--- src/sv/bqae_pkg.sv ---
package bqae_pkg;

    localparam int TAPS_DEFAULT = 8;

    // Field and datapath widths.
    localparam int X_W    = 16;
    localparam int W_W    = 24;
    localparam int PROD_W = 41;
    localparam int ACC_W  = 48;
    localparam int E_W    = 18;
    localparam int CFG_W  = 24;
    localparam int IDX_W  = 3;
    localparam int DIV_W  = 32;
    localparam int DEN_W  = 22;

    // Configuration register indexes.
    localparam logic [IDX_W-1:0] REG_STEP_INIT  = 3'd0;
    localparam logic [IDX_W-1:0] REG_STEP_RATIO = 3'd1;
    localparam logic [IDX_W-1:0] REG_STEP_PER   = 3'd2;
    localparam logic [IDX_W-1:0] REG_VAR_RATIO  = 3'd3;
    localparam logic [IDX_W-1:0] REG_VAR_PER    = 3'd4;
    localparam logic [IDX_W-1:0] REG_LEVEL      = 3'd5;
    localparam logic [IDX_W-1:0] REG_VAR_INIT   = 3'd6;
    localparam logic [IDX_W-1:0] REG_FIRST_TAP  = 3'd7;

    localparam logic signed [W_W-1:0] FIRST_TAP_RST = 24'sd1048576;

    // Control of one cell of the tap chain.
    typedef struct packed {
        logic shift;
        logic prod;
        logic sum;
        logic corr;
        logic upd;
    } t_cell_ctrl;

    // Logistic sigmoid samples at steps of 0.5, Q0.16.
    function automatic logic [15:0] sig_point(input logic [4:0] idx);
        logic [15:0] v;
        unique case (idx)
            5'd0:  v = 16'd32768;
            5'd1:  v = 16'd40793;
            5'd2:  v = 16'd47911;
            5'd3:  v = 16'd53581;
            5'd4:  v = 16'd57724;
            5'd5:  v = 16'd60565;
            5'd6:  v = 16'd62428;
            5'd7:  v = 16'd63615;
            5'd8:  v = 16'd64357;
            5'd9:  v = 16'd64816;
            5'd10: v = 16'd65097;
            5'd11: v = 16'd65269;
            5'd12: v = 16'd65374;
            5'd13: v = 16'd65438;
            5'd14: v = 16'd65476;
            5'd15: v = 16'd65500;
            default: v = 16'd65514;
        endcase
        return v;
    endfunction

    // Sigmoid of a Q8 magnitude with sign, interpolated, Q0.16.
    function automatic logic [16:0] sigmoid(input logic [DIV_W-1:0] mag, input logic neg);
        logic [11:0] a;
        logic [15:0] lo;
        logic [15:0] hi;
        logic [19:0] fprod;
        logic [16:0] s;
        a = (mag > 32'd2048) ? 12'd2048 : mag[11:0];
        lo = sig_point(a[11:7]);
        hi = sig_point(a[11:7] + 5'd1);
        fprod = 20'(hi - lo) * 20'(a[6:0]);
        if (a[11]) begin
            s = 17'(sig_point(5'd16));
        end else begin
            s = 17'(lo) + 17'(fprod[19:7]);
        end
        return neg ? (17'd65536 - s) : s;
    endfunction

endpackage

--- src/sv/bqae_div.sv ---
module bqae_div (
    input  logic                         i_clk,
    input  logic                         i_rst_n,
    input  logic                         i_start,
    input  logic [bqae_pkg::DIV_W-1:0]   i_num,
    input  logic [bqae_pkg::DEN_W-1:0]   i_den,
    output logic                         o_done,
    output logic [bqae_pkg::DIV_W-1:0]   o_quot
);
    import bqae_pkg::*;

    logic             r_busy;
    logic [4:0]       r_cnt;
    logic [DIV_W-1:0] r_q;
    logic [DEN_W-1:0] r_rem;
    logic [DEN_W-1:0] r_den;
    logic             r_done;
    logic [DEN_W:0]   n_shift;
    logic             n_fit;

    // One restoring step: bring down the next numerator bit and try the subtract.
    assign n_shift = {r_rem, r_q[DIV_W-1]};
    assign n_fit   = (n_shift >= {1'b0, r_den});

    always_ff @(posedge i_clk) begin
        if (!i_rst_n) begin
            r_busy <= 1'b0;
            r_done <= 1'b0;
            r_cnt  <= '0;
        end else begin
            r_done <= 1'b0;
            if (i_start) begin
                r_busy <= 1'b1;
                r_cnt  <= '0;
            end else if (r_busy) begin
                r_cnt <= r_cnt + 5'd1;
                if (r_cnt == 5'd31) begin
                    r_busy <= 1'b0;
                    r_done <= 1'b1;
                end
            end
        end
    end

    // Quotient bits shift in as numerator bits shift out.
    always_ff @(posedge i_clk) begin
        if (i_start) begin
            r_q   <= i_num;
            r_rem <= '0;
            r_den <= i_den;
        end else if (r_busy) begin
            r_q <= {r_q[DIV_W-2:0], n_fit};
            if (n_fit) begin
                r_rem <= DEN_W'(n_shift - {1'b0, r_den});
            end else begin
                r_rem <= n_shift[DEN_W-1:0];
            end
        end
    end

    assign o_done = r_done;
    assign o_quot = r_q;

endmodule

--- config.mk ---
export PLATFORM = sky130hd
export DESIGN_NAME = bqae_div
export DESIGN_NICKNAME = d
export VERILOG_FILES = /design/src/sv/bqae_pkg.sv /design/src/sv/bqae_div.sv
export SDC_FILE = /design/constraint.sdc
export NUM_CORES = 1
export LEC_CHECK = 0
export CORE_MARGIN = 2
export CORE_UTILIZATION = 35
export DETAILED_ROUTE_END_ITERATION = 6
export DONT_BUFFER_PORTS = 1
export PLACE_DENSITY_LB_ADDON = 0.05
export SLEW_MARGIN = 20
export SYNTH_ARGS = -nofsm -noshare
export SYNTH_HDL_FRONTEND = slang
export SYNTH_SLANG_ARGS = --single-unit
--- constraint.sdc ---
create_clock -name i_clk -period 3.7 [get_ports i_clk]
set_clock_uncertainty 0.2 [all_clocks]
set_input_delay 0.74 -clock i_clk [delete_from_list [all_inputs] [get_ports i_clk]]
set_output_delay 0.74 -clock i_clk [all_outputs]
set_load 0.05 [all_outputs]
==> impl_metrics.csv, run 1 <==
group,metric,value,unit
clock_network,cts_resized,0,
synth,synth_cell_types,54,
synth,synth_top_area_share,35.9,%
clock_network,postCtsSetupRepairBufs,0,
synth,synthArstFlopShare,0,%
synth,yosysMostFrequentCell,"edfxtp_1",
setup_path,critPathLaunch,"o_quot[31]",
synth,syn_inst,405,
timing,setup_tns,0,ns
detailed_routing,firstDrtPassIters,4,
floorplan,die_w,118,µm
setup_path,crit_path_end_kind,"flip-flop",
layout,drive_gt1_share,16.0,%
global_routing,grt_max_degree,81,
detailed_routing,routed_wl,9000,µm
min_path,hold_start,"i_start",
setup_path,crit_arrival,3.29,ns
synth,ys_dominant_reg_cell,"edfxtp_1",
timing,timing.fmax,0.312,GHz
layout,area_growth,8.99,%
global_routing,grt_pass1_vias,3068,
synth,syn_avg_cell_area,11.2,µm²
global_routing,grt_pass1_wl,15200,µm
global_routing,grt.total_usage,13.7,%
setup_path,crit_path_cell_trace,"inv_1, ha_1, inv_1, fa_1, a21oi_1, o21bai_4, a221oi_2, nor3_2, a21o_2, a2111oi_4, or3_1, nand4_1, a21oi_1",
timing,rsz0062_at_grt,"false",
detailed_routing,drc,0,
synth,synth.yosys.seq_area_share,48.7,%
clock_network,clkLatencyLatePin,0.35,ns
setup_path,cp_slowest_cell,"fa_1",
timing,fin_crit_sh,86.7,%
detailed_routing,vias,2934,
power_and_ir_drop,p_leak,1.88,nW
synth,synthTopCellsByCount,"edfxtp_1, nor2_1, mux2_2",
placement,finalWeightedCongestion,0.754,
detailed_routing,drt-initial-drc-count,109,
layout,n_antenna_cell,0,
synth,synth_edf_count,54,
setup_path,crit-reg2reg-launch,"o_quot[31]",
detailed_routing,ant_nets,0,
outcome,status,"finished, final reports clean",
clock_network,clkSlewWorstSetupHoldPaths,0.07,ns
timing,drv_slew,0,
floorplan,die_y,118,µm
synth,syn_area,4520,µm²
global_routing,grt_overflow,0,
floorplan,ios,90,
synth,syn_nets,487,
setup_path,cp_max_fo,3,
timing,post-route-min-period,3.21,ns
clock_network,cts_tree,"built",
timing,hold_viol_final,0,
timing,setup_viol_count_final,0,
setup_path,cp-start-kind,"flip-flop",
setup_path,crit_family,"compound AO/OA/AOI/OAI gates",
detailed_routing,viasPerCell,5.08,
clock_network,cts_max_level,3,
min_path,hp-class,"in -> reg",
synth,ys_ff_latch,83,
layout,final_nets,483,
power_and_ir_drop,powerDensity,515,nW/µm²
detailed_routing,wl_per_cell,15.6,µm
placement,hpwlAfterDp,6070,µm
global_routing,grt_antenna_before_repair,0,
setup_path,path_buf_inv,2,
timing,tightest_slew,0.513,ns
placement,io_buffers,0,
setup_path,cpPeakStageDelay,0.40,ns
clock_network,cts-root-buf,"clkbuf_16",
power_and_ir_drop,total_power,0.00254,W
clock_network,clock_sinks,83,
clock_network,cts_buffer_depth,2,
floorplan,num_rows,41,
floorplan,start_util,35.8,%
setup_path,critical_path_class,"reg -> reg",
floorplan,core,12600,µm²
synth,ys_warn_count,0,
flow_run,max-cap-violations,0,
floorplan,die-area,13800,µm²
synth,yosys.area.top_type,"edfxtp_1",
setup_path,required,3.78,ns
clock_network,numCtsBuffers,9,
timing,slew_headroom,65.3,%
clock_network,cts_hold_buf,0,
synth,synthTopCellsByArea,"edfxtp_1, dfxtp_1, mux2_2",
power_and_ir_drop,irDropWorstVdd,358,µV
-- path summary, 6_finish.rpt --
kind                            slack, ns         to  depth (start not counted)
worst max-delay path                 0.49  r_rem[20]                         13
worst min-delay path                 0.28   r_rem[6]                          1
worst max register to register       0.49  r_rem[20]                         13
worst min register to register       0.28  r_rem[21]                          2
-- power by group --
part | total (W) | internal (W) | switching (W)
clock network | 0.000844 | 0.000458 | 0.000386
registers | 0.00125 | 0.00108 | 0.000172
logic | 0.000440 | 0.000197 | 0.000243
-- registers in the layout (all words and copies together) (netlist names) --
register	flops
o_quot	32
r_den	22
r_rem	22
r_cnt	5
o_done	1
r_busy	1
-- area by class of cell --
class                           count  area (µm²)
Fill cell                        1275        7690
Sequential cell                    83        2200
Multi-Input combinational cell    273        2100
Clock buffer                        9         225
Tap cell                          172         215
Inverter                           31         116
Clock inverter                      7        51.3
Timing Repair Buffer                3        22.5
-- through the flow --
step                setup slack, ns  area (µm²)  std cells  hold slack, ns  util [%]
finish                        0.493        4930        578           0.277      39.1
floorplan                     0.482        4520        405           0.240         -
CTS                           0.488        4930        578           0.236      39.1
detailed placement            0.493        4650        562           0.267      36.9
global placement              0.596        4650        562           0.251      36.9
global route                  0.285        4930        578           0.252      39.1
-- per-layer routing --
| metal | share of wire, % | vias up | global-route usage, % |
|---|---|---|---|
| met2 | 43 | 81 | 20.1 |
| met3 | 8.7 | 8 | 7.17 |
| met4 | 1.2 | 0 | 3.84 |
| li1 | - | 1472 | - |
| met5 | 0 | - | 0 |
| met1 | 47 | 1373 | 17.6 |
-- cells by family (layout without fill, tap and decap cells) --
logic type	Yosys count	in the layout	synth area share, %
xor gates and xnor gates	21	21	4.07
adders and majority gates	25	25	7.08
muxes	50	50	12.0
AOI/OAI and AO/OA	89	89	14.1
DFF	83	83	48.7
and+or+nand+nor	88	88	9.13
buffers and inverters	49	50	4.95
-- worst reg2reg max path: stages (launching register included) --
cell       delay [ns]
edfxtp_1         0.38
inv_1            0.07
ha_1             0.16
inv_1            0.05
fa_1             0.40
a21oi_1          0.33
o21bai_4         0.11
a221oi_2         0.32
nor3_2           0.13
a21o_2           0.26
a2111oi_4        0.34
or3_1            0.15
nand4_1          0.09
a21oi_1          0.15
-- placed cells by master (no fill, tap or decap), types with 5 or more instances in the layout --
cell | synthesis | final
a211oi_1 | 18 | 18
a21o_1 | 7 | 7
a21oi_1 | 18 | 18
clkbuf_16 | 0 | 9
dfxtp_1 | 29 | 29
edfxtp_1 | 54 | 54
ha_1 | 24 | 24
inv_1 | 31 | 31
mux2_2 | 32 | 32
mux2i_1 | 18 | 18
nand2_1 | 20 | 20
nand4_1 | 6 | 6
nor2_1 | 36 | 36
o21ai_0 | 12 | 12
o21ai_1 | 5 | 5
xnor2_1 | 13 | 13
xor2_1 | 8 | 8
(Power assumes the default switching activity.)
==> inputs of run 2 (changes only) <==
==> constraint.sdc (replaced) <==
create_clock -name i_clk -period 3.7 [get_ports i_clk]
set_clock_uncertainty 0.2 [all_clocks]
set_input_delay 0.37 -clock i_clk [delete_from_list [all_inputs] [get_ports i_clk]]
set_output_delay 0.37 -clock i_clk [all_outputs]
set_load 0.05 [all_outputs]
==> run 2 against run 1 <==
Compared with the run above: non-clock buffer count increased by 24; final cell count increased by 4.2%; worst setup slack about the same; die area unchanged; routed wire length increased by 2.2%; flip-flop and latch count unchanged; final area increased by 5.2%; clock power about the same; critical endpoint unchanged; largest power group unchanged; highest routed layer unchanged.
==> impl_metrics.csv, run 2 (synthesis gave the netlist of run 1 again) <==
group,metric,value,unit
min_path,hp-class,"in -> reg",
clock_network,cts_buffer_depth,2,
detailed_routing,routed_wl,9190,µm
clock_network,clkSlewWorstSetupHoldPaths,0.07,ns
layout,drive_gt1_share,15.3,%
setup_path,reg2reg_slack,0.49,ns
global_routing,grt_antenna_before_repair,0,
floorplan,die_y,118,µm
placement,place_area,4650,µm²
global_routing,grt_max_degree,52,
detailed_routing,drt-initial-drc-count,112,
clock_network,clkLatencyLatePin,0.35,ns
detailed_routing,wl_per_cell,15.3,µm
detailed_routing,viasPerCell,5.02,
placement,io_buffers,0,
layout,stdcell_count,602,
power_and_ir_drop,p_leak,1.99,nW
global_routing,grt_pass1_wl,15600,µm
timing,setup_tns,0,ns
layout,layout_common_cells,"edfxtp_1, nor2_1, mux2_2",
floorplan,ios,90,
floorplan,start_util,35.8,%
setup_path,cp-start-kind,"flip-flop",
clock_network,cts-root-buf,"clkbuf_16",
timing,setup_viol_count_final,0,
clock_network,cts_tree,"built",
layout,area_growth,14.7,%
timing,rsz0062_at_grt,"false",
min_path,hold_start,"i_num[19]",
setup_path,rr_endpoint,"r_rem[20]",
layout,n_antenna_cell,0,
floorplan,num_rows,41,
setup_path,crit_path_end_kind,"flip-flop",
placement,dp_cells,562,
timing,timing.fmax,0.312,GHz
layout,final_nets,507,
clock_network,cts_resized,0,
power_and_ir_drop,powerDensity,495,nW/µm²
clock_network,numCtsBuffers,9,
timing,drv_slew,0,
detailed_routing,ant_nets,0,
layout,fillers,1266,
detailed_routing,vias,3023,
floorplan,die_w,118,µm
clock_network,cts_hold_buf,24,
global_routing,grt_overflow,0,
clock_network,postCtsSetupRepairBufs,0,
layout,layout_commonest_cell,"edfxtp_1",
detailed_routing,drc,0,
timing,slew_headroom,65.3,%
power_and_ir_drop,irDropWorstVdd,357,µV
setup_path,crit-reg2reg-launch,"o_quot[31]",
detailed_routing,firstDrtPassIters,4,
timing,post-route-min-period,3.21,ns
placement,finalWeightedCongestion,0.754,
clock_network,clock_sinks,83,
placement,hpwlAfterDp,6070,µm
outcome,status,"finished, final reports clean",
min_path,holdPathStages,1,
timing,fin_crit_sh,86.7,%
timing,tightest_slew,0.513,ns
setup_path,cp_max_fo,3,
layout,largest_reg_flops,32,
layout,fin_area,5190,µm²
floorplan,die-area,13800,µm²
global_routing,grt.total_usage,14.0,%
setup_path,required,3.78,ns
min_path,hold_end,"o_quot[19]",
timing,hold_viol_final,0,
setup_path,crit_arrival,3.29,ns
clock_network,cts_max_level,3,
global_routing,grt_pass1_vias,3223,
floorplan,core,12600,µm²
setup_path,r2r_cells,13,
flow_run,max-cap-violations,0,
setup_path,critical_path_class,"reg -> reg",
[run 2: report_power, final]
part / switching [W] / leakage, nW / internal [W]
combinational: 0.000256 / 1.08 / 0.000216
sequential: 0.000172 / 0.776 / 0.00108
clock: 0.000385 / 0.134 / 0.000458
[run 2: metal layers]
layer  vias to the layer above  global-route usage [%]  part of all wire, %
li1                       1516                       -                    -
met1                      1417                    17.9                   47
met2                        82                    21.4                   44
met3                         8                    6.54                  7.8
met4                         0                    3.84                  1.1
met5                         -                       0                    0
[run 2: cell type report]
cell class | instances | area (µm²) | area share [%]
Clock buffer | 9 | 225 | 4.34
Clock inverter | 7 | 51.3 | 0.989
Inverter | 31 | 116 | 2.24
Multi-Input combinational cell | 273 | 2100 | 40.4
Sequential cell | 83 | 2200 | 42.5
Tap cell | 172 | 215 | 4.15
Timing Repair Buffer | 27 | 280 | 5.40
[run 2: worst max-delay path by stage]
stage | start | end | slack [ns] | depth (start not counted)
6_report | o_quot[31] | r_rem[20] | 0.49 | 13
5_1_grt | o_quot[31] | r_rem[20] | 0.28 | 13
4_1_cts | o_quot[31] | r_rem[20] | 0.49 | 13
3_5_place_dp | o_quot[31] | r_rem[20] | 0.49 | 13
3_3_place_gp | o_quot[31] | r_rem[20] | 0.60 | 13
2_1_floorplan | o_quot[31] | r_rem[20] | 0.48 | 13
[run 2: per-stage QoR]
stage                     util (%)  worst slack [ns]  total power, W  hold slack [ns]
final                         41.1             0.493         0.00257           0.0382
after CTS                     41.1             0.487         0.00262           0.0269
after global routing          41.1             0.285         0.00272           0.0220
after detailed placement      36.9             0.493         0.00172            0.249
after floorplan                  -             0.482         0.00164            0.240
after global placement        36.9             0.596         0.00172            0.248
[run 2: critical path, stage by stage (launching register included)]
cell and delay [ns]:
edfxtp_1 0.38, inv_1 0.07, ha_1 0.16, inv_1 0.05, fa_1 0.40, a21oi_1 0.33
o21bai_4 0.11, a221oi_2 0.32, nor3_2 0.13, a21o_2 0.25, a2111oi_4 0.34, or3_1 0.15
nand4_1 0.09, a21oi_1 0.15
==> inputs of run 3 (changes only) <==
CORE_ASPECT_RATIO = 2   (was unset)
==> run 3 against run 2 <==
Compared with the run above: power up 3.4%; final cell count down 3.7%; sequential share of layout area about the same; flip-flop and latch count unchanged; routed wire length up 11%; non-clock buffer count unchanged; register-to-register slack about the same; clock-buffer cell count up 1; global-route usage up 1.2 points; sequential power about the same; via count up 2.9%.
==> impl_metrics.csv, run 3 (synthesis gave the netlist of run 1 again) <==
group,metric,value,unit
outcome,status,"finished, final reports clean",
detailed_routing,drc,0,
setup_path,cp-start-kind,"flip-flop",
global_routing,grt_pass1_vias,3346,
power_and_ir_drop,powerDensity,512,nW/µm²
layout,layout_common_cells,"edfxtp_1, nor2_1, mux2_2",
layout,stdcell_count,580,
placement,dp_cells,540,
setup_path,rr_endpoint,"r_rem[20]",
clock_network,postCtsSetupRepairBufs,0,
global_routing,grt.total_usage,15.3,%
power_and_ir_drop,p_seq_share,47.2,%
min_path,holdPathStages,1,
layout,final_nets,507,
setup_path,cp_max_fo,3,
timing,layout_setup_ws,0.484,ns
layout,largest_reg_flops,32,
clock_network,clkSlewWorstSetupHoldPaths,0.07,ns
detailed_routing,wl_per_cell,17.5,µm
power_and_ir_drop,p_leak,2.00,nW
floorplan,num_rows,58,
setup_path,critical_path_class,"reg -> reg",
min_path,hold_start,"i_num[12]",
setup_path,crit-reg2reg-launch,"o_quot[31]",
timing,slew_headroom,62.9,%
power_and_ir_drop,intPower,0.00183,W
global_routing,grt_max_degree,52,
floorplan,die_y,165,µm
floorplan,start_util,35.8,%
detailed_routing,ant_nets,0,
timing,setup_viol_count_final,0,
timing,worst_hold_slack,0.0416,ns
power_and_ir_drop,netSwitchingPower,0.000829,W
detailed_routing,routed_wl,10200,µm
layout,fin_area,5180,µm²
floorplan,core,12600,µm²
clock_network,cts_tree,"built",
timing,tightest_slew,0.557,ns
clock_network,cts_resized,0,
clock_network,clock_sinks,83,
clock_network,cts-root-buf,"clkbuf_16",
detailed_routing,viasPerCell,5.36,
setup_path,required,3.77,ns
power_and_ir_drop,p_comb_share,18.1,%
layout,n_antenna_cell,0,
power_and_ir_drop,power.share.clock,34.7,%
timing,setup_tns,0,ns
power_and_ir_drop,p_sw_share,31.2,%
setup_path,crit_arrival,3.29,ns
placement,hpwlAfterDp,7080,µm
clock_network,clkLatencyLatePin,0.34,ns
clock_network,numCtsBuffers,9,
clock_network,cts_buffer_depth,2,
global_routing,grt_pass1_wl,16500,µm
placement,io_buffers,0,
layout,layout_commonest_cell,"edfxtp_1",
clock_network,cts_max_level,3,
detailed_routing,vias,3111,
flow_run,max-cap-violations,0,
min_path,hp-class,"in -> reg",
floorplan,die_w,84.4,µm
placement,place_area,4630,µm²
floorplan,ios,90,
layout,drive_gt1_share,15.3,%
power_and_ir_drop,irDropWorstVdd,227,µV
setup_path,r2r_cells,13,
timing,hold_viol_final,0,
setup_path,reg2reg_slack,0.48,ns
placement,dp_slack,0.493,ns
setup_path,crit_path_end_kind,"flip-flop",
timing,timing.fmax,0.311,GHz
global_routing,grt_antenna_before_repair,0,
timing,rsz0062_at_grt,"false",
placement,finalWeightedCongestion,0.811,
floorplan,die-area,13900,µm²
layout,area_growth,14.6,%
timing,drv_slew,0,
timing,post-route-min-period,3.22,ns
detailed_routing,firstDrtPassIters,4,
detailed_routing,drt-initial-drc-count,108,
global_routing,grt_overflow,0,
min_path,hold_end,"o_quot[12]",
timing,fin_crit_sh,86.9,%
==> run 3: changes by cell type in the layout (fill, tap and decap cells not counted), sizes merged <==
cell	previous run	this run
clkbuf	9	10
clkinv	4	1
clkinvlp	1	2
bufinv	0	1
==> run 3: worst max-delay path: stages, from the launching register on <==
cell and delay (ns):
edfxtp_1 0.38, inv_1 0.07, ha_1 0.16, inv_1 0.06
fa_1 0.40, a21oi_1 0.31, o21bai_4 0.11, a221oi_2 0.35
nor3_2 0.13, a21o_2 0.25, a2111oi_4 0.35, or3_1 0.15
nand4_1 0.09, a21oi_1 0.16
==> run 3: cell type report <==
cell class	count	area, µm²
Clock buffer	10	229
Clock inverter	6	71.3
Fill cell	1284	7440
Inverter	31	116
Multi-Input combinational cell	273	2100
Sequential cell	83	2200
Tap cell	150	188
Timing Repair Buffer	27	280
==> run 3: layer usage <==
layer,routed length [µm],vias to the layer above,global-route usage (%),part of all wire (%)
met5,0,-,0,0
met4,289,0,7.50,2.8
met3,498,18,3.40,4.9
met2,5690,94,29.1,56
met1,3690,1480,15.3,36
li1,-,1519,-,-
==> run 3: metrics by stage <==
stage / power (W) / util (%)
detailed placement: 0.00173 / 36.6
CTS: 0.00269 / 41.1
finish: 0.00266 / 41.1
global placement: 0.00173 / 36.6
floorplan: 0.00164 / -
global route: 0.00278 / 41.1
==> run 3: worst max-delay path by stage <==
stage                    start        end  cells past startpoint
floorplan           o_quot[31]  r_rem[20]                     13
global placement    o_quot[31]  r_rem[20]                     13
detailed placement  o_quot[31]  r_rem[20]                     13
CTS                 o_quot[31]  r_rem[20]                     13
global route        o_quot[31]  r_rem[20]                     13
finish              o_quot[31]  r_rem[20]                     13
==> run 3: repair_timing <==
item | 4_1_cts | 5_1_grt
setup endpoints to repair | 0 | 0
hold buffers | 24 | 0
endpoints found under the hold margin | 67 | 0
==> run 3: power by group through the flow <==
| stage | logic (W) | clock network (W) | registers, W |
|---|---|---|---|
| after floorplan | 0.000382 | 0 | 0.00126 |
| after global placement | 0.000452 | 0 | 0.00128 |
| after detailed placement | 0.000457 | 0 | 0.00127 |
| after CTS | 0.000491 | 0.000948 | 0.00126 |
| after global routing | 0.000541 | 0.000978 | 0.00126 |
| final | 0.000481 | 0.000921 | 0.00125 |
